File: src/rtl/ctd_pkg.sv
// Package for the chunked transfer decoder: widths, phase and parse codes,
// character constants and the character class helpers used by the core.
// No dependencies.
`default_nettype none

package ctd_pkg;

    localparam int LINE_KEEP = 31;
    localparam int LEN_W     = 6;
    localparam int MAG_W     = 63;

    localparam logic [MAG_W-1:0] SIZE_MAX = {MAG_W{1'b1}};

    localparam logic [7:0] CH_LF    = 8'h0A;
    localparam logic [7:0] CH_CR    = 8'h0D;
    localparam logic [7:0] CH_SPACE = 8'h20;
    localparam logic [7:0] CH_PLUS  = 8'h2B;
    localparam logic [7:0] CH_MINUS = 8'h2D;
    localparam logic [7:0] CH_ZERO  = 8'h30;
    localparam logic [7:0] CH_X_LO  = 8'h78;
    localparam logic [7:0] CH_X_UP  = 8'h58;

    // Decoder phase
    localparam logic [1:0] PH_LINE = 2'd0;
    localparam logic [1:0] PH_DATA = 2'd1;
    localparam logic [1:0] PH_DONE = 2'd2;
    localparam logic [1:0] PH_PASS = 2'd3;

    // Size line parse stage
    localparam logic [2:0] ST_WS     = 3'd0;
    localparam logic [2:0] ST_SIGN   = 3'd1;
    localparam logic [2:0] ST_ZERO   = 3'd2;
    localparam logic [2:0] ST_X      = 3'd3;
    localparam logic [2:0] ST_DIGITS = 3'd4;
    localparam logic [2:0] ST_DEAD   = 3'd5;

    // Register map
    localparam logic [0:0] REG_CHUNKED_ENABLE = 1'b0;

    typedef struct packed {
        logic       valid;
        logic [7:0] data;
        logic       is_end;
    } t_result;

    // Returns {is_hex, value}
    function automatic logic [4:0] hex_digit(input logic [7:0] c);
        logic [4:0] r;
        r = 5'd0;
        case (c) inside
            [8'h30:8'h39]: r = {1'b1, c[3:0]};
            [8'h41:8'h46],
            [8'h61:8'h66]: r = {1'b1, c[3:0] + 4'd9};
            default:       r = 5'd0;
        endcase
        return r;
    endfunction

    function automatic logic is_space(input logic [7:0] c);
        return (c == CH_SPACE) || (c >= 8'h09 && c <= CH_CR);
    endfunction

endpackage

`default_nettype wire

File: src/rtl/ctd_if.sv
// Valid/ready channel interfaces for the chunked transfer decoder:
// raw body bytes in, decoded results out. No dependencies.
`default_nettype none

interface ctd_in_if;
    logic       valid;
    logic       ready;
    logic [7:0] in_byte;

    modport source (output valid, output in_byte, input ready);
    modport sink   (input valid, input in_byte, output ready);
endinterface

interface ctd_out_if;
    logic       valid;
    logic       ready;
    logic [7:0] out_byte;
    logic       is_end;

    modport source (output valid, output out_byte, output is_end, input ready);
    modport sink   (input valid, input out_byte, input is_end, output ready);
endinterface

`default_nettype wire

File: src/rtl/ctd_cfg.sv
// APB-style configuration register block of the chunked transfer decoder.
// Depends on ctd_pkg.
`default_nettype none

module ctd_cfg (
    input  wire logic        i_clk,
    input  wire logic        i_rst_n,
    input  wire logic        psel,
    input  wire logic        penable,
    input  wire logic        pwrite,
    input  wire logic [2:0]  paddr,
    input  wire logic [31:0] pwdata,
    output logic      [31:0] prdata,
    output logic             pready,
    output logic             o_chunked_enable
);

    logic r_chunked_enable;
    logic n_chunked_enable;
    logic w_sel_enable;

    assign w_sel_enable = (paddr[2:2] == ctd_pkg::REG_CHUNKED_ENABLE);
    assign pready       = 1'b1;

    always_comb begin
        n_chunked_enable = r_chunked_enable;
        if (psel && penable && pwrite && w_sel_enable) begin
            n_chunked_enable = pwdata[0];
        end
    end

    always_ff @(posedge i_clk) begin
        if (!i_rst_n) begin
            r_chunked_enable <= 1'b0;
        end else begin
            r_chunked_enable <= n_chunked_enable;
        end
    end

    assign prdata           = w_sel_enable ? {31'd0, r_chunked_enable} : 32'd0;
    assign o_chunked_enable = r_chunked_enable;

endmodule

`default_nettype wire

File: src/rtl/ctd_core.sv
// Decoder state and per-byte update: size line parsing, chunk byte count
// and phase tracking. Depends on ctd_pkg.
`default_nettype none

module ctd_core (
    input  wire logic             i_clk,
    input  wire logic             i_rst_n,
    input  wire logic             i_fire,
    input  wire logic       [7:0] i_byte,
    input  wire logic             i_chunked_enable,
    output ctd_pkg::t_result      o_result
);

    logic [1:0]                  r_phase,  n_phase;
    logic [ctd_pkg::MAG_W-1:0]   r_acc,    n_acc;
    logic [2:0]                  r_stage,  n_stage;
    logic                        r_neg,    n_neg;
    logic [ctd_pkg::LEN_W-1:0]   r_len,    n_len;
    logic                        r_cr,     n_cr;
    logic [ctd_pkg::MAG_W-1:0]   r_rem,    n_rem;

    logic [4:0]                  w_hex;
    logic                        w_is_hex;
    logic [ctd_pkg::MAG_W-1:0]   w_acc_next;
    logic [ctd_pkg::MAG_W-1:0]   w_rem_dec;

    assign w_hex    = ctd_pkg::hex_digit(i_byte);
    assign w_is_hex = w_hex[4];

    // Shift in one hex digit, saturating at the largest 63-bit magnitude
    assign w_acc_next = (r_acc[ctd_pkg::MAG_W-1 -: 4] != 4'd0) ? ctd_pkg::SIZE_MAX
                      : {r_acc[ctd_pkg::MAG_W-5:0], w_hex[3:0]};

    assign w_rem_dec = (r_rem != '0) ? r_rem - ctd_pkg::MAG_W'(1) : r_rem;

    always_comb begin
        n_phase  = r_phase;
        n_acc    = r_acc;
        n_stage  = r_stage;
        n_neg    = r_neg;
        n_len    = r_len;
        n_cr     = r_cr;
        n_rem    = r_rem;
        o_result = '{valid: 1'b0, data: i_byte, is_end: 1'b0};

        if (i_fire) begin
            if (!i_chunked_enable || r_phase == ctd_pkg::PH_PASS) begin
                o_result.valid = 1'b1;
            end else begin
                case (r_phase)
                    ctd_pkg::PH_DATA: begin
                        o_result.valid = 1'b1;
                        n_rem          = w_rem_dec;
                        if (w_rem_dec == '0) begin
                            n_phase = ctd_pkg::PH_LINE;
                            n_acc   = '0;
                            n_stage = ctd_pkg::ST_WS;
                            n_neg   = 1'b0;
                            n_len   = '0;
                            n_cr    = 1'b0;
                        end
                    end
                    ctd_pkg::PH_LINE: begin
                        if (i_byte != ctd_pkg::CH_LF) begin
                            if (r_len < ctd_pkg::LEN_W'(ctd_pkg::LINE_KEEP)) begin
                                n_len = r_len + ctd_pkg::LEN_W'(1);
                                n_cr  = (i_byte == ctd_pkg::CH_CR);
                                case (r_stage)
                                    ctd_pkg::ST_WS: begin
                                        if (ctd_pkg::is_space(i_byte)) begin
                                            n_stage = r_stage;
                                        end else if (i_byte == ctd_pkg::CH_PLUS ||
                                                     i_byte == ctd_pkg::CH_MINUS) begin
                                            n_neg   = (i_byte == ctd_pkg::CH_MINUS);
                                            n_stage = ctd_pkg::ST_SIGN;
                                        end else if (i_byte == ctd_pkg::CH_ZERO) begin
                                            n_stage = ctd_pkg::ST_ZERO;
                                        end else if (w_is_hex) begin
                                            n_acc   = w_acc_next;
                                            n_stage = ctd_pkg::ST_DIGITS;
                                        end else begin
                                            n_stage = ctd_pkg::ST_DEAD;
                                        end
                                    end
                                    ctd_pkg::ST_SIGN: begin
                                        if (i_byte == ctd_pkg::CH_ZERO) begin
                                            n_stage = ctd_pkg::ST_ZERO;
                                        end else if (w_is_hex) begin
                                            n_acc   = w_acc_next;
                                            n_stage = ctd_pkg::ST_DIGITS;
                                        end else begin
                                            n_stage = ctd_pkg::ST_DEAD;
                                        end
                                    end
                                    ctd_pkg::ST_ZERO: begin
                                        if (i_byte == ctd_pkg::CH_X_LO ||
                                            i_byte == ctd_pkg::CH_X_UP) begin
                                            n_stage = ctd_pkg::ST_X;
                                        end else if (w_is_hex) begin
                                            n_acc   = w_acc_next;
                                            n_stage = ctd_pkg::ST_DIGITS;
                                        end else begin
                                            n_stage = ctd_pkg::ST_DEAD;
                                        end
                                    end
                                    ctd_pkg::ST_X,
                                    ctd_pkg::ST_DIGITS: begin
                                        if (w_is_hex) begin
                                            n_acc   = w_acc_next;
                                            n_stage = ctd_pkg::ST_DIGITS;
                                        end else begin
                                            n_stage = ctd_pkg::ST_DEAD;
                                        end
                                    end
                                    default: begin
                                        n_stage = r_stage;
                                    end
                                endcase
                            end
                        end else begin
                            // End of line: clear the line state in every case
                            n_acc   = '0;
                            n_stage = ctd_pkg::ST_WS;
                            n_neg   = 1'b0;
                            n_len   = '0;
                            n_cr    = 1'b0;
                            if (!(r_len == '0 ||
                                  (r_len == ctd_pkg::LEN_W'(1) && r_cr))) begin
                                if (r_acc == '0) begin
                                    n_phase         = ctd_pkg::PH_DONE;
                                    o_result.valid  = 1'b1;
                                    o_result.data   = 8'd0;
                                    o_result.is_end = 1'b1;
                                end else if (r_neg) begin
                                    n_phase = ctd_pkg::PH_PASS;
                                end else begin
                                    n_rem   = r_acc;
                                    n_phase = ctd_pkg::PH_DATA;
                                end
                            end
                        end
                    end
                    default: begin
                        n_phase = r_phase;
                    end
                endcase
            end
        end
    end

    always_ff @(posedge i_clk) begin
        if (!i_rst_n) begin
            r_phase <= ctd_pkg::PH_LINE;
            r_acc   <= '0;
            r_stage <= ctd_pkg::ST_WS;
            r_neg   <= 1'b0;
            r_len   <= '0;
            r_cr    <= 1'b0;
            r_rem   <= '0;
        end else begin
            r_phase <= n_phase;
            r_acc   <= n_acc;
            r_stage <= n_stage;
            r_neg   <= n_neg;
            r_len   <= n_len;
            r_cr    <= n_cr;
            r_rem   <= n_rem;
        end
    end

endmodule

`default_nettype wire

File: src/rtl/chunked_transfer_decoder.sv
// Top level of the chunked transfer decoder: input register, decode core,
// result register and configuration port. Depends on ctd_pkg, ctd_if.sv,
// ctd_cfg and ctd_core.
//
// Usage:
//   i_in carries raw response body bytes, one per transaction (valid/ready).
//   o_out carries decoded results: a payload byte with is_end low, or a single
//   end-of-body marker with is_end high and out_byte zero. A byte that is part
//   of a size line or trailing CRLF, or arrives after the end, yields nothing.
//   chunked_enable at address 0 of the APB port selects chunked decoding;
//   with it low every byte passes straight through. Write it only while idle.
//   Path: an accepted byte waits in the input register, and its result is loaded
//   into the result register, which drives o_out.valid.
//   Throughput: one byte per cycle while o_out is not held; the input register, the
//   combinational core update (shift-in of a hex digit or a 63-bit decrement) and
//   the result register form a two-stage pipeline with no bubbles.
//   Stall: while o_out is held, the result register keeps its transaction, the
//   input register takes at most one more byte, then i_in.ready drops.
//   Reset (synchronous, active low): both pipeline stages empty, decoder back
//   to the size line phase, chunked decoding off.
`default_nettype none

module chunked_transfer_decoder (
    input  wire logic        i_clk,
    input  wire logic        i_rst_n,
    ctd_in_if.sink           i_in,
    ctd_out_if.source        o_out,
    input  wire logic        psel,
    input  wire logic        penable,
    input  wire logic        pwrite,
    input  wire logic [2:0]  paddr,
    input  wire logic [31:0] pwdata,
    output logic      [31:0] prdata,
    output logic             pready
);

    logic             r_in_valid;
    logic [7:0]       r_in_byte;
    logic             r_out_valid;
    logic [7:0]       r_out_byte;
    logic             r_out_end;
    logic             w_fire;
    logic             w_chunked_enable;
    ctd_pkg::t_result w_result;

    // Advance the input stage when the result register is free or draining
    assign w_fire     = r_in_valid && (!r_out_valid || o_out.ready);
    assign i_in.ready = !r_in_valid || w_fire;

    ctd_cfg u_cfg (
        .i_clk            (i_clk),
        .i_rst_n          (i_rst_n),
        .psel             (psel),
        .penable          (penable),
        .pwrite           (pwrite),
        .paddr            (paddr),
        .pwdata           (pwdata),
        .prdata           (prdata),
        .pready           (pready),
        .o_chunked_enable (w_chunked_enable)
    );

    ctd_core u_core (
        .i_clk            (i_clk),
        .i_rst_n          (i_rst_n),
        .i_fire           (w_fire),
        .i_byte           (r_in_byte),
        .i_chunked_enable (w_chunked_enable),
        .o_result         (w_result)
    );

    // Input register: capture on every accepted transaction
    always_ff @(posedge i_clk) begin
        if (!i_rst_n) begin
            r_in_valid <= 1'b0;
        end else if (i_in.ready) begin
            r_in_valid <= i_in.valid;
        end
    end

    always_ff @(posedge i_clk) begin
        if (i_in.valid && i_in.ready) begin
            r_in_byte <= i_in.in_byte;
        end
    end

    // Result register: load when the core produces a result, drop when taken
    always_ff @(posedge i_clk) begin
        if (!i_rst_n) begin
            r_out_valid <= 1'b0;
        end else if (w_fire) begin
            r_out_valid <= w_result.valid;
        end else if (o_out.ready) begin
            r_out_valid <= 1'b0;
        end
    end

    always_ff @(posedge i_clk) begin
        if (w_fire && w_result.valid) begin
            r_out_byte <= w_result.data;
            r_out_end  <= w_result.is_end;
        end
    end

    assign o_out.valid    = r_out_valid;
    assign o_out.out_byte = r_out_byte;
    assign o_out.is_end   = r_out_end;

endmodule

`default_nettype wire

File: src/flat_wrapper.sv
// flat-port wrapper written by rule: the top's interface ports become plain ports
module chunked_transfer_decoder_flat 
  (i_clk, i_rst_n, psel, penable, pwrite, paddr, pwdata, prdata, pready, i_in_valid, i_in_in_byte, i_in_ready, o_out_valid, o_out_out_byte, o_out_is_end, o_out_ready);
  ctd_in_if i_in_i ();
  ctd_out_if o_out_i ();
  input  wire logic i_clk;
  input  wire logic i_rst_n;
  input  wire logic psel;
  input  wire logic penable;
  input  wire logic pwrite;
  input  wire logic [2:0] paddr;
  input  wire logic [31:0] pwdata;
  output logic      [31:0] prdata;
  output logic pready;
  input wire logic [$bits(i_in_i.valid)-1:0] i_in_valid;
  input wire logic [$bits(i_in_i.in_byte)-1:0] i_in_in_byte;
  output wire logic [$bits(i_in_i.ready)-1:0] i_in_ready;
  output wire logic [$bits(o_out_i.valid)-1:0] o_out_valid;
  output wire logic [$bits(o_out_i.out_byte)-1:0] o_out_out_byte;
  output wire logic [$bits(o_out_i.is_end)-1:0] o_out_is_end;
  input wire logic [$bits(o_out_i.ready)-1:0] o_out_ready;
  assign i_in_i.valid = i_in_valid;
  assign i_in_i.in_byte = i_in_in_byte;
  assign i_in_ready = i_in_i.ready;
  assign o_out_valid = o_out_i.valid;
  assign o_out_out_byte = o_out_i.out_byte;
  assign o_out_is_end = o_out_i.is_end;
  assign o_out_i.ready = o_out_ready;
  chunked_transfer_decoder u_core (.i_clk(i_clk), .i_rst_n(i_rst_n), .i_in(i_in_i), .o_out(o_out_i), .psel(psel), .penable(penable), .pwrite(pwrite), .paddr(paddr), .pwdata(pwdata), .prdata(prdata), .pready(pready));
endmodule
File: config.mk
export PLATFORM = sky130hd
export DESIGN_NAME = chunked_transfer_decoder_flat
export DESIGN_NICKNAME = d
export VERILOG_FILES = /design/src/rtl/ctd_pkg.sv /design/src/rtl/ctd_if.sv /design/src/rtl/ctd_cfg.sv /design/src/rtl/ctd_core.sv /design/src/rtl/chunked_transfer_decoder.sv /design/src/flat_wrapper.sv
export SDC_FILE = /design/constraint.sdc
export NUM_CORES = 1
export LEC_CHECK = 0
export BUFFER_PORTS_ARGS = -buffer_cell sky130_fd_sc_hd__buf_4
export CAP_MARGIN = 20
export CORE_MARGIN = 2
export CORE_UTILIZATION = 50
export CTS_BUF_LIST = sky130_fd_sc_hd__clkbuf_8
export CTS_CLUSTER_SIZE = 28
export DETAILED_ROUTE_END_ITERATION = 7
export MAX_ROUTING_LAYER = met4
export PLACE_DENSITY = 0.69
export SLEW_MARGIN = 15
export SYNTH_ARGS = -nofsm -noshare
export SYNTH_HDL_FRONTEND = slang
export SYNTH_HIERARCHICAL = 1
export SYNTH_SLANG_ARGS = --single-unit
export TNS_END_PERCENT = 100
File: constraint.sdc
create_clock -name i_clk -period 7.84 [get_ports i_clk]
set_input_delay 0.784 -clock i_clk [delete_from_list [all_inputs] [get_ports i_clk]]
set_output_delay 0.784 -clock i_clk [all_outputs]
set_load 0.05 [all_outputs]
Yosys cells after proc, flatten, opt, wreduce, memory -nomap -nowiden --
Index checks and enable logic that the tools add are counted.
Storage, ports and cells: flip-flop bits (word level) 159, bits of input ports 50, output and inout bits 44, word-level logic and storage cells 156
Cells by class: add/subtract/negate cells 3, $lt $le $gt $ge 9, eq/ne operators 28, mux-type cells 60, bitwise operators 4, reduce and logical (&&, ||, !) cells 39
Operator list (number):
- $mux 63 | 14
- $pmux 63 s2 | 2
- $pmux 63 s4 | 1
- $logic_not 63->1 | 2
- $reduce_bool 63->1 | 1
- $sub 63x1->63 const B | 1
- $mux 10 | 4
- $eq 8x6->1 const B | 4
- $mux 3 | 7
- $mux 6 | 3
- $mux 9 | 2
- $eq 8x7->1 const B | 2
- $ge 8x7->1 const B | 2
- $le 8x7->1 const B | 2
- $reduce_and 7->1 | 2
- $mux 1 | 13
- $ne 4x4->1 const B | 3
- $pmux 3 s4 | 1
- $pmux 6 s2 | 1
- $logic_and 1x1->1 | 11
- $mux 2 | 5
- $mux 5 | 2
- $ne 2x2->1 const B | 5
- $ne 3x3->1 const B | 3
- other kinds (34) | 50

Logic depth before layout (Yosys ltp) --
depth after elaboration 14, mapped depth 16, depth with buffers taken out 12

Modules after synthesis --
Netlist, hierarchy kept.
By module, submodules not included:
- ctd_core | times used 1, cells each 1259, area an instance 9420.3 µm²
- chunked_transfer_decoder | times used 1, cells each 30, area an instance 623.1 µm²
- ctd_cfg | times used 1, cells each 40, area an instance 315.3 µm²

Worst setup path after synthesis --
Ideal clock, no wire load.
path type reg-to-reg, from register u_core/u_core/r_rem[0] in the netlist's numbering, to register u_core/u_core/r_acc[55] in the netlist's numbering, data arrival time 3.986 ns, data required time 7.717 ns, slack 3.732 ns, cell stages (with the launch flop) 16, period minus slack after synthesis 4.108 ns, cells stage by stage dfxtp_1 > inv_1 > ha_1 > or3b_2 > clkbuf_1 > nor4_4 > nand2_2 > a2111oi_1 > xnor2_1 > o21ai_1 > or4_4 > nor4_4 > o22ai_1 > buf_6 > buf_6 > mux2i_1
On the way: longest elaborated chain between the ends 5
RTL lines:
- start, declared | line ctd_core.sv:20 | logic [ctd_pkg::MAG_W-1:0] r_rem, n_rem;
- start signal, assigned | line ctd_core.sv:167 | r_rem <= n_rem;
- $sub 63x1->63 or $reduce_bool 63->1 (tied branches) | line ctd_core.sv:34 | assign w_rem_dec = (r_rem != '0) ? r_rem - ctd_pkg::MAG_W'(1) : r_rem;
- $mux 63 * | line ctd_core.sv:34
- $logic_not 63->1 * | line ctd_core.sv:54 | if (w_rem_dec == '0) begin
- $ne 2x2->1 (no line) *
- $reduce_and 9->1 (no line) *
- end signal, assigned | line ctd_core.sv:162 | r_acc <= n_acc;
- end, declared | line ctd_core.sv:15 | logic [ctd_pkg::MAG_W-1:0] r_acc, n_acc;
Mark *: on every way between the ends. The rest lies on a longest branch, timed or not. A chain may end at the register's enable or synchronous reset.

Worst setup path in the final report --
from register u_core/u_core/r_rem[4] in the netlist's numbering, to register u_core/u_core/r_acc[34] in the netlist's numbering
The elaborated chain is that of the path after synthesis.

==> summary.txt <==
Run status
  – Status: finished, final reports clean

Routing
  – Vias/cell: 6.35
  – # DRC: 0
  – Total wire length: 28900 um
  – Number of nets still failing antenna checks after routing: 0
  – Via Count: 9879
  – DRT iter0 DRCs: 1045
  – Routed len/inst: 18.6 um
  – Drt first pass iters: 7

Timing
  – Fmax: 0.184 GHz
  – Worst-case clock skew: 0.0114 ns
  – Slew @ Worst Pin: 1.10 ns
  – Fin. max-slew vios: 0
  – Setup tns final: 0 ns
  – Max transition margin: 26.6%
  – Post-route minimum period: 5.43 ns
  – Final worst slack: 2.41 ns
  – RSZ-0062 raised after global routing: false
  – # setup viols final: 0
  – Hold Violations, Final: 0
  – Final period utilization: 69.3%

Placement
  – Port buffer count: 28
  – Placer Congestion: 1.01
  – Dpl ws: 2.34 ns
  – HPWL Detailed: 19500 um

Worst hold path
  – Hold wc startpoint: u_core/u_core/r_neg$_SDFFE_PN0P_
  – Hold worst-path end: u_core/u_core/r_neg$_SDFFE_PN0P_
  – Hold Path Cell Cnt: 2
  – HP Class: reg2reg

Synth
  – Ys async rst share: 0%
  – Post-synth top area share: 27.4%
  – Cells after synthesis: 1329
  – Top post-synthesis cells by area: dfxtp_1 (27%), mux2i_1 (6.6%), nand2_1 (5.9%), a21oi_1 (5.1%), edfxtp_1 (4.9%)
  – Yosys warning total: 6
  – EDFF count, synth: 17
  – Syn avg cell area: 7.79 um^2
  – Ys flop type: dfxtp_1
  – Post-synth top area cell: dfxtp_1
  – FF+latch count, synth: 159
  – Synthesized cell area: 0.0104 mm^2
  – Seq/Total Area, Yosys: 32.4%
  – Synth unique cells: 87

Critical path
  – FF-to-FF setup slack: 2.41 ns
  – CP most frequent cell: or4_1
  – Critical path class: reg2reg
  – Worst EP arrival: 5.77 ns
  – Reg2reg start: u_core/u_core/r_rem[4]$_SDFFE_PN0P_
  – R2r worst-path depth: 11
  – CP Cell Sequence: or4_1 -> nor4_1 -> and4_1 -> and2_1 -> or4_1 -> nand3_1 -> or4_4 -> nor4_4 -> o22ai_4 -> buf_4 -> mux2i_1
  – Critical Path RT: 8.18 ns
  – Critical-path top delay cell: or4_1
  – Critical Path Start Type: flip-flop
  – Buf/Inv on CP: 1
  – CP Max Fanout: 38
  – Reg2reg end: u_core/u_core/r_acc[34]$_SDFFE_PN0P_
  – Crit-path leading delay family: simple AND/OR/NAND/NOR gates
  – Crit end category: flip-flop
  – Max stage delay on crit path: 0.84 ns

Die
  – Initial Utilization: 51.0%
  – DIE AREA: 0.0219 mm^2
  – Die height: 148 um
  – Std cell rows: 52
  – I/O pin total: 94
  – Die width: 148 um
  – Core ar.: 0.0203 mm^2

Finish
  – Layout Utilization: 53.2%
  – Antenna cells: 0
  – Most frequent cells in the layout: nand2_1 (162), dfxtp_1 (142), nor2_1 (121), a21oi_1 (106), o21ai_0 (76)
  – Final-stage net count: 1333
  – Most common cell after layout, fill and taps aside: nand2_1
  – Layout cells sized above 1: 9.41%
  – Area Growth Syn to Fin: 4.30%

Global routing
  – Largest net degree at the start of global routing: 99
  – GRT Total Usage: 27.4%
  – Number of global-route vias before repair: 8877
  – Initial antenna violation count: 0
  – First-pass GRT wire length: 47300 um
  – Total grt overflow: 0

Clocking
  – Clock H-tree levels: 4
  – CTS buffer count: 17
  – Worst-Skew Late Latency: 0.48 ns
  – Clk buf depth: 2
  – Post-CTS Setup Bufs: 0
  – Post_cts resized: 0
  – Clock slew at reported path FFs: 0.10 ns
  – Clock sink count: 159
  – Hold buffers post-CTS: 0
  – CTS tree: built
  – Clk Tree Root Cell: clkbuf_8

Job
  – Max-cap violations: 0

Power
  – Pwr/cell area: 146 mW/mm^2
  – Cell leakage power: 4.33 nW
  – Peak supply drop: 0.0918 mV
-- worst max path at each step --
stage / end / depth (start not counted) / slack (ns) / startpoint
final: u_core/u_core/r_acc[34]$_SDFFE_PN0P_ / 11 / 2.41 / u_core/u_core/r_rem[4]$_SDFFE_PN0P_
after global routing: u_core/u_core/r_acc[34]$_SDFFE_PN0P_ / 11 / 2.21 / u_core/u_core/r_rem[4]$_SDFFE_PN0P_
after CTS: u_core/u_core/r_acc[28]$_SDFFE_PN0P_ / 11 / 2.31 / u_core/u_core/r_rem[4]$_SDFFE_PN0P_
after detailed placement: u_core/u_core/r_acc[28]$_SDFFE_PN0P_ / 11 / 2.34 / u_core/u_core/r_rem[4]$_SDFFE_PN0P_
after global placement: u_core/u_core/r_acc[36]$_SDFFE_PN0P_ / 11 / 2.38 / u_core/u_core/r_rem[4]$_SDFFE_PN0P_
after floorplan: u_core/u_core/r_acc[55]$_SDFFE_PN0P_ / 15 / 3.73 / u_core/u_core/r_rem[0]$_SDFFE_PN0P_
-- synth_stat cells, drive strengths merged, types with 14 or more instances --
library cell  number
or4               27
nand3             36
mux2i             68
o22ai             14
xnor2             15
a211oi            18
edfxtp            17
nand2            164
o21ai             81
nand4             19
a21oi            107
nor2             124
inv               23
nor3              44
o211ai            67
or3               16
nor4              47
dfxtp            142
clkbuf            88
buf               54
-- power breakdown --
part | internal (mW) | switching, mW | leakage (nW) | total (mW)
clock | 0.324 | 0.345 | 0.212 | 0.670
combinational | 0.0147 | 0.0649 | 2.81 | 0.0795
sequential | 0.825 | 0.00467 | 1.30 | 0.830
total | 1.16 | 0.415 | 4.33 | 1.58
-- worst register-to-register path: cells and delay by family (launching register included) --
family,cells,cell delay (ns)
simple gates,8,3.97
flops,1,0.42
mux,1,0.23
buf+inv,1,0.40
compound gates,1,0.27
-- layer usage --
metal	up-vias	track usage, %	share of wire [%]
li1	4718	-	-
met1	4692	38.4	46
met2	402	39.9	44
met3	67	4.78	6.6
met4	0	9.71	2.6
met5	-	-	0
-- cell families (layout without fill, tap and decap cells) --
| family | Yosys count | in the layout | share of synthesized area, % |
|---|---|---|---|
| adders and majority gates | 10 | 10 | 1.21 |
| AOI/OAI and AO/OA | 366 | 366 | 22.7 |
| DFF | 159 | 159 | 32.4 |
| and+or+nand+nor | 540 | 540 | 27.2 |
| muxes | 68 | 68 | 6.57 |
| buffers and inverters | 165 | 92 | 8.19 |
| other | 2 | 32 | 0.0725 |
| xor gates and xnor gates | 19 | 19 | 1.61 |
-- registers in the layout, summed over array words and instances, names as in the netlist --
name / flops
u_core/o_out.out_byte: 8
u_core/u_core/r_len: 6
u_core/r_in_byte: 8
u_core/u_core/r_stage: 3
u_core/r_in_valid: 1
u_core/u_core/r_acc: 63
u_core/o_out.is_end: 1
u_core/u_core/r_phase: 2
u_core/u_core/r_cr: 1
u_core/u_core/r_neg: 1
u_core/u_core/r_rem: 63
u_core/u_cfg/o_chunked_enable: 1
u_core/o_out.valid: 1
-- through the flow --
| stage | instance area, um^2 | power [mW] | cells | hold slack [ns] |
|---|---|---|---|---|
| 6_report | 10800 | 1.58 | 1556 | 0.472 |
| 5_1_grt | 10800 | 1.63 | 1556 | 0.447 |
| 4_1_cts | 10800 | 1.59 | 1555 | 0.441 |
| 3_5_place_dp | 10300 | 0.928 | 1523 | 0.458 |
| 3_3_place_gp | 10300 | 0.927 | 1523 | 0.446 |
| 2_1_floorplan | 10500 | 0.926 | 1359 | 0.435 |
-- final cells by class --
| cell class | instances | area (um^2) |
|---|---|---|
| well taps | 270 | 338 |
| flip-flops and latches | 159 | 3350 |
| repair buffers | 37 | 298 |
| multi-input cells | 1035 | 6300 |
| clock buffers | 17 | 234 |
| inverters | 23 | 86.3 |
| clock inverters | 15 | 195 |
| fillers | 1988 | 9500 |
Note: power is estimated with default switching activity, not from simulation.
